### src/hw/rtl/lca_pkg.sv
// Shared types and codes for the lag correlation accumulator.
// Depends on nothing; imported by the datapath, the top level, the checker and the testbench.
package lca_pkg;

  // Item kinds carried on s_tuser
  localparam logic [2:0] MODE_LOAD   = 3'd0;
  localparam logic [2:0] MODE_REGION = 3'd1;
  localparam logic [2:0] MODE_SAMPLE = 3'd2;
  localparam logic [2:0] MODE_CLEAR  = 3'd3;
  localparam logic [2:0] MODE_READ   = 3'd4;

  // Register indexes on the APB port (byte address / 4)
  localparam logic [1:0] REG_LAG_SPAN     = 2'd0;
  localparam logic [1:0] REG_TRACE_LENGTH = 2'd1;
  localparam logic [1:0] REG_REGION_COUNT = 2'd2;

  // One bin of statistics as stored in the bin RAM
  typedef struct packed {
    logic [47:0] product;
    logic [47:0] square;
    logic [31:0] sum;
    logic [19:0] count;
  } bin_t;

  typedef enum logic [2:0] {
    DP_HOLD,
    DP_LOAD_X,
    DP_SQUARE,
    DP_PRODUCT,
    DP_ADD
  } dp_op_t;

  typedef struct packed {
    dp_op_t op;
    logic   bin_live;
  } dp_ctrl_t;

endpackage

### src/hw/rtl/lca_datapath.sv
// Shared multiplier and bin accumulator of the lag correlation accumulator.
// Depends on lca_pkg.
module lca_datapath import lca_pkg::*; #(
  parameter int SAMPLE_BITS = 16
) (
  input  logic                   clk,
  input  dp_ctrl_t               ctrl,
  input  logic [15:0]            sample_raw,
  input  logic [SAMPLE_BITS-1:0] ref_raw,
  input  bin_t                   bin_in,
  output bin_t                   acc
);

  logic signed [SAMPLE_BITS-1:0]   x;
  logic signed [2*SAMPLE_BITS-1:0] mult;
  logic [47:0]                     sq;
  logic [47:0]                     prod;

  // One multiplier: square of the sample, or sample times reference
  assign mult = x * ((ctrl.op == DP_SQUARE) ? x : $signed(ref_raw));

  always_ff @(posedge clk) begin
    case (ctrl.op)
      DP_LOAD_X: begin
        x <= $signed(SAMPLE_BITS'(sample_raw));
      end
      DP_SQUARE: begin
        sq <= 48'(mult);
      end
      DP_PRODUCT: begin
        prod <= 48'(mult);
        acc  <= ctrl.bin_live ? bin_in : '0;
      end
      DP_ADD: begin
        acc.count   <= acc.count + 20'd1;
        acc.sum     <= acc.sum + 32'(x);
        acc.square  <= acc.square + sq;
        acc.product <= acc.product + prod;
      end
      default: begin
      end
    endcase
  end

endmodule

### config.mk
export PLATFORM = sky130hd
export DESIGN_NAME = lca_datapath
export DESIGN_NICKNAME = d
export VERILOG_FILES = /design/src/hw/rtl/lca_pkg.sv /design/src/hw/rtl/lca_datapath.sv
export SDC_FILE = /design/constraint.sdc
export NUM_CORES = 1
export LEC_CHECK = 0
export ABC_AREA = 1
export BUFFER_PORTS_ARGS = -buffer_cell sky130_fd_sc_hd__clkbuf_2
export CORE_ASPECT_RATIO = 0.5
export CORE_MARGIN = 3
export CORE_UTILIZATION = 33
export DETAILED_ROUTE_END_ITERATION = 16
export PLACE_DENSITY = 0.58
export SYNTH_ARGS = -nofsm -noshare
export SYNTH_HDL_FRONTEND = slang
export SYNTH_SLANG_ARGS = --single-unit
export TNS_END_PERCENT = 50
### constraint.sdc
create_clock -name clk -period 19.5 [get_ports clk]
set_clock_uncertainty 0.1 [all_clocks]
set_input_delay 3.9 -clock clk [delete_from_list [all_inputs] [get_ports clk]]
set_output_delay 3.9 -clock clk [all_outputs]
set_load 0.02 [all_outputs]
# [Word level (Yosys, flattened, before mapping)]
# Index checks and enable logic that the tools add are counted.
# Widths: inputs -> output; s select.
[word_totals] reg_bits=228 out_inout_bits=148
[classes] n_addsub=4 n_mul=1 eq_ne=4 mux=3 n_reduce_logical=1
[ops] operator="$pmux 148 s2" count=1
[ops] operator="$mux 148" count=1
[ops] operator="$add 48x48->48" count=2
[ops] operator="$add 32x32->32" count=1
[ops] operator="$mul 16x32->32" count=1
[ops] operator="$mux 32" count=1
[ops] operator="$add 20x1->20 const B" count=1
[ops] operator="$eq 3x2->1 const B" count=2
[ops] operator="$eq 3x1->1 const B" count=1
[ops] operator="$eq 3x3->1 const B" count=1
[ops] operator="$reduce_bool 2->1" count=1

# [Longest topological paths before layout]
# Gate-level depths: netlist of the first run.
[logic_depth] depth_word=3 depth_mapped=31 mapped_depth_nobuf=30

# [Worst setup path after synthesis of the first run]
# No wires, ideal clock.
[synth_path] path_kind="in2reg" startpoint="input ctrl[2] (netlist bit)" endpoint="register acc[0] (netlist bit) (enable)" setup_ns=0.860 arrival_ns=14.422 path_slack_ns=4.119 cell_stages=4 path_buffers=0 path_cell_list="inv_1 > nor2_1 > inv_1 > o21ai_0"
[synth_between] elab_chain_len=2 word_cells_on_any_way=3
[synth_lines] element="start: declaration" line="lca_datapath.sv:7" text="input dp_ctrl_t ctrl,"
[synth_lines] element="$eq 3x2->1 or $eq 3x3->1 (tied branches)" line="lca_datapath.sv:23" text="case (ctrl.op)"
[synth_lines] element="$reduce_bool 2->1 (no source line) (*)"
[synth_lines] element="end signal: assignment" line="lca_datapath.sv:32" text="acc <= ctrl.bin_live ? bin_in : '0;"
[synth_lines] element="end: declaration" line="lca_datapath.sv:11" text="output bin_t acc"
# Every way passes the cells marked *; elsewhere a longest branch is shown, timed or not.
# A chain may end at the register's enable or synchronous reset.

# [Worst setup path in the final report of the first run]
[layout_path] startpoint="input ctrl[2] (netlist bit)" endpoint="register sq[31] (netlist name)"
[layout_between] elab_chain_len=3
[layout_lines] element="$eq 3x2->1" line="lca_datapath.sv:20" text="assign mult = x * ((ctrl.op == DP_SQUARE) ? x : $signed(ref_raw));"
[layout_lines] element="$mux 32" line="lca_datapath.sv:20"
[layout_lines] element="$mul 16x32->32" line="lca_datapath.sv:20"
[layout_lines] element="via mult[31]" line="lca_datapath.sv:15" text="logic signed [2*SAMPLE_BITS-1:0] mult;"
# The timed path passes the listed nets, and every way through them passes these cells.

==> metrics, run 1 <==
worst hold path type register to register; die area 95140 um^2; top_reg_cell synth edfxtp_1; crit-path most repeated cell fa_1; mux cell area share after synthesis 0%; Synth Area in Compound Gates 6.942%; largest family of logic cells by synthesized area simple AND/OR/NAND/NOR gates; EDFF count, synth between 200 and 250; # port buffers 332; DR vias around 28000; Max H-tree Level 1; Post-Synth Adder-Cell Area a little over a quarter; die height ~220 um; Simple-Gate Fraction of Synth Area 30.00%; hold_buf cts 0; CTS Buffer Depth 3; Root Driver clkbuf_16; # placed instances 5727; Yosys warnings 0; GP Congestion 0.9848; CP Max Fanout 42; final cell count without fillers 5777; Synth-to-Final Area Change 12.90%; type of destination of the critical path register; status completed; dpl hpwl 95640 um; nets@finish between 5000 and 6000; CP top delay family adder cells; Slew Viols, Final 0; Resized Gates After CTS 0; Worst EP required 19750 ps; Startpoint Class primary input; Post-route DRC 0; Core Area just under 90000 um^2; first-pass GRT wire length 167900 um; RSZ-0062 raised after global routing no; final hold violation count 0; buffers plus inverters on the worst setup path 7; ys async rst share 0%; Worst Setup Path Type primary input to register; most frequent cells in the layout nand2_1, inv_1, nor2_1; Site Rows 77; GRT overflow 0; commonest non-fill, non-tap cell in the layout nand2_1; Worst slew margin 32.90%; syn nets just under 5000; post-synthesis sequential area ratio 22.73%; Clk pin slew, worst setup/hold paths 70 ps; DRT iter0 DRCs 2339; period utilization 56.15%; DRT antenna net count 0; syn_area_per_cell 7.083 um^2; Synth Cell Area 30120 um^2; DR WL/cell 19.45 um; Tmin final 10950 ps; max_cap viols 0; fraction of layout cells with a size suffix above 1 12.47%; largest net degree at the start of global routing 82; Clock Sinks 228; Slowest cell on crit path fa_1; DRT Pass-1 Iters 6; Die Wd ~430 um; vias in the first global route 27340; actual slew at the worst max-slew pin 1004 ps; FMAX 91.34 MHz; initial antenna violation count 6; final setup fails 0; clock latency on the worst-skew pair 600 ps; # Post-CTS Setup Buffers 0; vias per cell 4.812; CTS tree yes; boundary pin count roughly 330; effective utilization at floorplan 33.69%; post-synthesis register bit count approximately 230; Yosys cell types 45; crit-path max cell delay 840 ps; Layout fillers 9609; Syn Inst Count around 4300; hold_ws 575.5 ps; total CTS buffers 25; WP data arrival 11200 ps; Post-Synth XOR/XNOR Area 1.541%; DRT Wirelength approximately 110000 um; Setup TNS Final 0 ps; Total GRT Usage between 20% and 30%
[tightest hold or removal path: cells and delay by family, from the launching register on]
family | cells | cell delay [ps]
DFF | 1 | 330
adders and majority gates | 1 | 120
AOI/OAI and AO/OA | 1 | 120
[Yosys cell counts (11+ instances only)]
cell	n	area [um^2]
nand2_1	1409	5289
inv_1	898	3371
nor2_1	336	1261
fa_1	265	5305
edfxtp_1	228	6847
ha_1	208	2603
nand3_1	192	960.9
a21oi_1	165	825.8
o21ai_0	102	510.5
nor2_2	51	319.1
nand4_1	49	306.5
nand2_2	46	287.8
xor2_1	42	367.9
clkbuf_1	25	93.84
inv_2	24	90.09
buf_2	20	100.1
a22o_1	19	166.4
nor3_1	19	95.09
o21ai_1	19	95.09
nor3_2	18	180.2
a21o_1	12	90.09
o21ai_4	12	195.2
xnor2_1	11	96.34
[kinds of logic after synthesis]
group	Yosys count
and+or+nand+nor	2160
buffers and inverters	983
adders and majority gates	473
AOI/OAI and AO/OA	355
DFF	228
xor gates and xnor gates	53
[final timing paths]
check	start	endpoint	slack, ps	depth (start not counted)
max	ctrl[2]	sq[31]	8550	25
min	prod[0]	acc[100]	580	2
max reg2reg	x[1]	sq[31]	12450	18
min reg2reg	prod[0]	acc[100]	580	2
[per-layer routing]
metal	GRT usage [%]	routed length [um]	up-vias
li1	-	-	13710
met1	32.82	52220	13160
met2	37.16	49880	778
met3	3.476	6614	148
met4	6.989	3658	2
met5	0	9	-
[per-stage QoR]
step	area (um^2)	setup slack [ps]	util, %
global route	34000	8115	38.03
CTS	33990	8604	38.02
global placement	33120	8032	37.04
floorplan	30120	4119	-
detailed placement	33120	7906	37.04
finish	34000	8551	38.03
[sequential cells by signal, indices dropped and copies added, names as in the netlist]
name	flops
sq	32
prod	32
acc	148
x	16
[layout make-up]
cell class	instances	area [um^2]	share of cell area, %
diodes	4	10.01	0.02944
clock buffers	27	633.1	1.862
clock inverters	19	244.0	0.7175
inverters	927	3493	10.27
multi-input cells	3041	19530	57.43
flip-flops and latches	228	6847	20.14
well taps	1185	1483	4.360
repair buffers	346	1767	5.196
Power of run 1 is not shown: default switching activity piles up to over one toggle a cycle in this logic, so the estimate is an artifact.
==> run 2: changes to the inputs <==
--- a/config.mk
+++ b/config.mk
@@ -5,13 +5,13 @@
 export SDC_FILE = /design/constraint.sdc
 export NUM_CORES = 1
 export LEC_CHECK = 0
-export ABC_AREA = 1
+export ABC_AREA = 0
 export BUFFER_PORTS_ARGS = -buffer_cell sky130_fd_sc_hd__clkbuf_2
 export CORE_ASPECT_RATIO = 0.5
 export CORE_MARGIN = 3
 export CORE_UTILIZATION = 33
 export DETAILED_ROUTE_END_ITERATION = 16
-export PLACE_DENSITY = 0.58
+export PLACE_DENSITY = 0.59
 export SYNTH_ARGS = -nofsm -noshare
 export SYNTH_HDL_FRONTEND = slang
 export SYNTH_SLANG_ARGS = --single-unit
==> constraint.sdc (replaced) <==
create_clock -name clk -period 11.13 [get_ports clk]
set_clock_uncertainty 0.1 [all_clocks]
set_input_delay 2.226 -clock clk [delete_from_list [all_inputs] [get_ports clk]]
set_output_delay 2.226 -clock clk [all_outputs]
set_load 0.02 [all_outputs]
==> metrics, run 2 <==
commonest non-fill, non-tap cell in the layout clkbuf_2 (was nand2_1); total CTS buffers 27 (was 25); leading post-synthesis cells by cell area edfxtp_1, fa_1, ha_1 (was edfxtp_1, fa_1, nand2_1); Finished Core Util 38.38% (was 38.03%); DR WL/cell 19.02 um (was 19.45 um); worst vdd ir between 0.5 and 0.6 mV; post-synthesis sequential area ratio 26.87% (was 22.73%); vias in the first global route 20730 (was 27340); worst hold start sq[0] (was prod[0]); post-synth top area share 26.87% (was 22.73%); top cells by count, synth inv_1, fa_1, nand2_1, edfxtp_1, o21ai_0 (was nand2_1, inv_1, nor2_1, fa_1, edfxtp_1); die height 202.5 um (was 219.6 um); most frequent cells in the layout clkbuf_2, inv_1, fa_1 (was nand2_1, inv_1, nor2_1); syn nets 3335 (was 4910); largest net degree at the start of global routing 93 (was 82); EDFF count, synth 228 (unchanged); CP Max Fanout 27 (was 42); placed inst area 28190 um^2 (was 33120 um^2); type of destination of the critical path register (unchanged); CP top delay family adder cells (unchanged); ys async rst share 0% (unchanged); Design Power 0.01073 W; post-synthesis register bit count 228 (unchanged); Max H-tree Level 1 (unchanged); boundary pin count 333 (unchanged); critical path depth 25 (unchanged); initial antenna violation count 8 (was 6); DRT Pass-1 Iters 5 (was 6); Startpoint Class primary input (unchanged); DRT Wirelength 76100 um (was 112400 um); Slowest cell on crit path fa_1 (unchanged); Die Wd 399.0 um (was 433.2 um); Synth-to-Final Area Change 14.14% (was 12.90%); Yosys cell types 75 (was 45); cell taking the most area after synthesis edfxtp_1 (unchanged); WP data arrival 9430 ps (was 11200 ps); start of the worst register-to-register path x[15] (was x[1]); Post-route DRC 0 (unchanged); Clk pin slew, worst setup/hold paths 70 ps (about the same); static leakage 13.11 nW; period utilization between 80 and 90%; DR vias 20370 (was 27800); Synth Cell Area 25480 um^2 (was 30120 um^2); die area 80780 um^2 (was 95140 um^2); actual slew at the worst max-slew pin 891.8 ps (was 1004 ps); Clock Sinks 228 (unchanged); Total GRT Usage 18.51% (was 23.35%); Root Driver clkbuf_16 (unchanged); Yosys warnings 0 (unchanged); FMAX 108.3 MHz; syn_area_per_cell 9.518 um^2 (was 7.083 um^2); Hold Crit Depth 3 (was 2); clock latency on the worst-skew pair 590 ps (was 600 ps); Worst Setup Path Type primary input to register (unchanged); final hold violation count 0 (unchanged); Setup TNS Final 0 ps (unchanged); Largest Register acc (unchanged); buffers plus inverters on the worst setup path 5 (was 7); DRT iter0 DRCs 1497 (was 2339); worst hold path type register to register (unchanged); Core Area 75780 um^2 (was 89410 um^2); Site Rows 71 (was 77); max_cap viols 0 (unchanged); DRT antenna net count 0 (unchanged); Resized Gates After CTS 0 (unchanged); Syn Inst Count 2677 (was 4252); final setup fails 0 (unchanged); Tmin final 9237 ps; Worst slew margin 40.55% (was 32.90%); # Post-CTS Setup Buffers 0 (unchanged); CTS Buffer Depth 3 (unchanged); Power Density 368.8 nW/um^2; crit-path max cell delay 840 ps (about the same); most common cell in the netlist inv_1 (was nand2_1); fraction of layout cells with a size suffix above 1 14.81% (was 12.47%); hold_buf cts 0 (unchanged); Regs by FF count acc: 148 flops, prod: 32 flops, sq: 32 flops (unchanged); crit-path most repeated cell fa_1 (unchanged); RSZ-0062 raised after global routing no (unchanged); R2R depth 23 (was 18); # port buffers 332 (unchanged); vias per cell 5.092 (was 4.812); dpl hpwl 60810 um (was 95640 um); max reg flops 148 (unchanged); CTS tree yes (unchanged); Layout fillers 7556 (was 9609); CP Launch Point ctrl[3] (was ctrl[2]); nets@finish 3609 (was 5227); fin area 29080 um^2 (was 34000 um^2); top_reg_cell synth edfxtp_1 (unchanged); first-pass GRT wire length 118900 um (was 167900 um); GRT overflow 0 (unchanged); GP Congestion 0.9122 (was 0.9848); Worst EP required 11320 ps (was 19750 ps); status completed (unchanged); Slew Viols, Final 0 (unchanged); effective utilization at floorplan 33.62% (was 33.69%)
run 2: cells by family (layout without fill, tap and decap cells):
family | Yosys count | in the layout | share of synthesized area [%]
simple gates | 738 | 738 | 14.19
compound gates | 614 | 614 | 14.85
fa+ha+maj | 473 | 473 | 31.04
buf+inv | 439 | 733 | 6.516
flops | 228 | 228 | 26.87
xor+xnor | 165 | 165 | 5.672
mux | 20 | 20 | 0.8594
other cells | 0 | 8 | 0
run 2: stage by stage:
step	setup WS [ps]	hold slack, ps	std cells
floorplan	1055	507.0	2677
global placement	1509	534.6	3944
detailed placement	1371	557.2	3944
CTS	1966	517.4	3993
global route	1460	542.6	4001
finish	1893	516.6	4001
run 2: path summary, 6_finish.rpt:
path / to / slack [ps]
hold / removal: acc[52] / 520
setup reg to reg: prod[31] / 3730
setup / recovery: prod[31] / 1890
hold reg to reg: acc[52] / 520
run 2: worst min-delay path: cells and delay by family (launching register included):
kind / cells / cell delay (ps)
AOI/OAI and AO/OA: 1 / 60
adders and majority gates: 1 / 110
DFF: 1 / 330
and+or+nand+nor: 1 / 40
run 2: layout make-up:
class                           instances  area [um^2]  area share, %
Multi-Input combinational cell       2010        16990          58.43
Timing Repair Buffer                  354         1829          6.290
Antenna cell                            8        20.02        0.06883
Tap cell                             1022         1279          4.397
Clock inverter                         18        186.4         0.6410
Sequential cell                       228         6847          23.54
Inverter                              330         1239          4.259
Clock buffer                           31        690.7          2.375
run 2: layer usage:
metal  vias to the layer above  share of wire, %  routed length (um)  track usage, %
li1                       9734                 -                   -               -
met1                     10030                45               34550           25.76
met2                       507                47               35950           30.44
met3                       104               4.6                3519           1.948
met4                         0               2.7                2078           5.625
met5                         -                 0                   0               0
run 2: report_power, final:
| part | leakage (nW) | switching, W | internal [W] |
|---|---|---|---|
| Combinational | 10.5 | 0.00463 | 0.00328 |
| Sequential | 2.16 | 0.000123 | 0.00178 |
| Clock | 0.418 | 0.000396 | 0.000517 |
| Total | 13.1 | 0.00515 | 0.00558 |
Note: power is estimated with default switching activity, not from simulation.
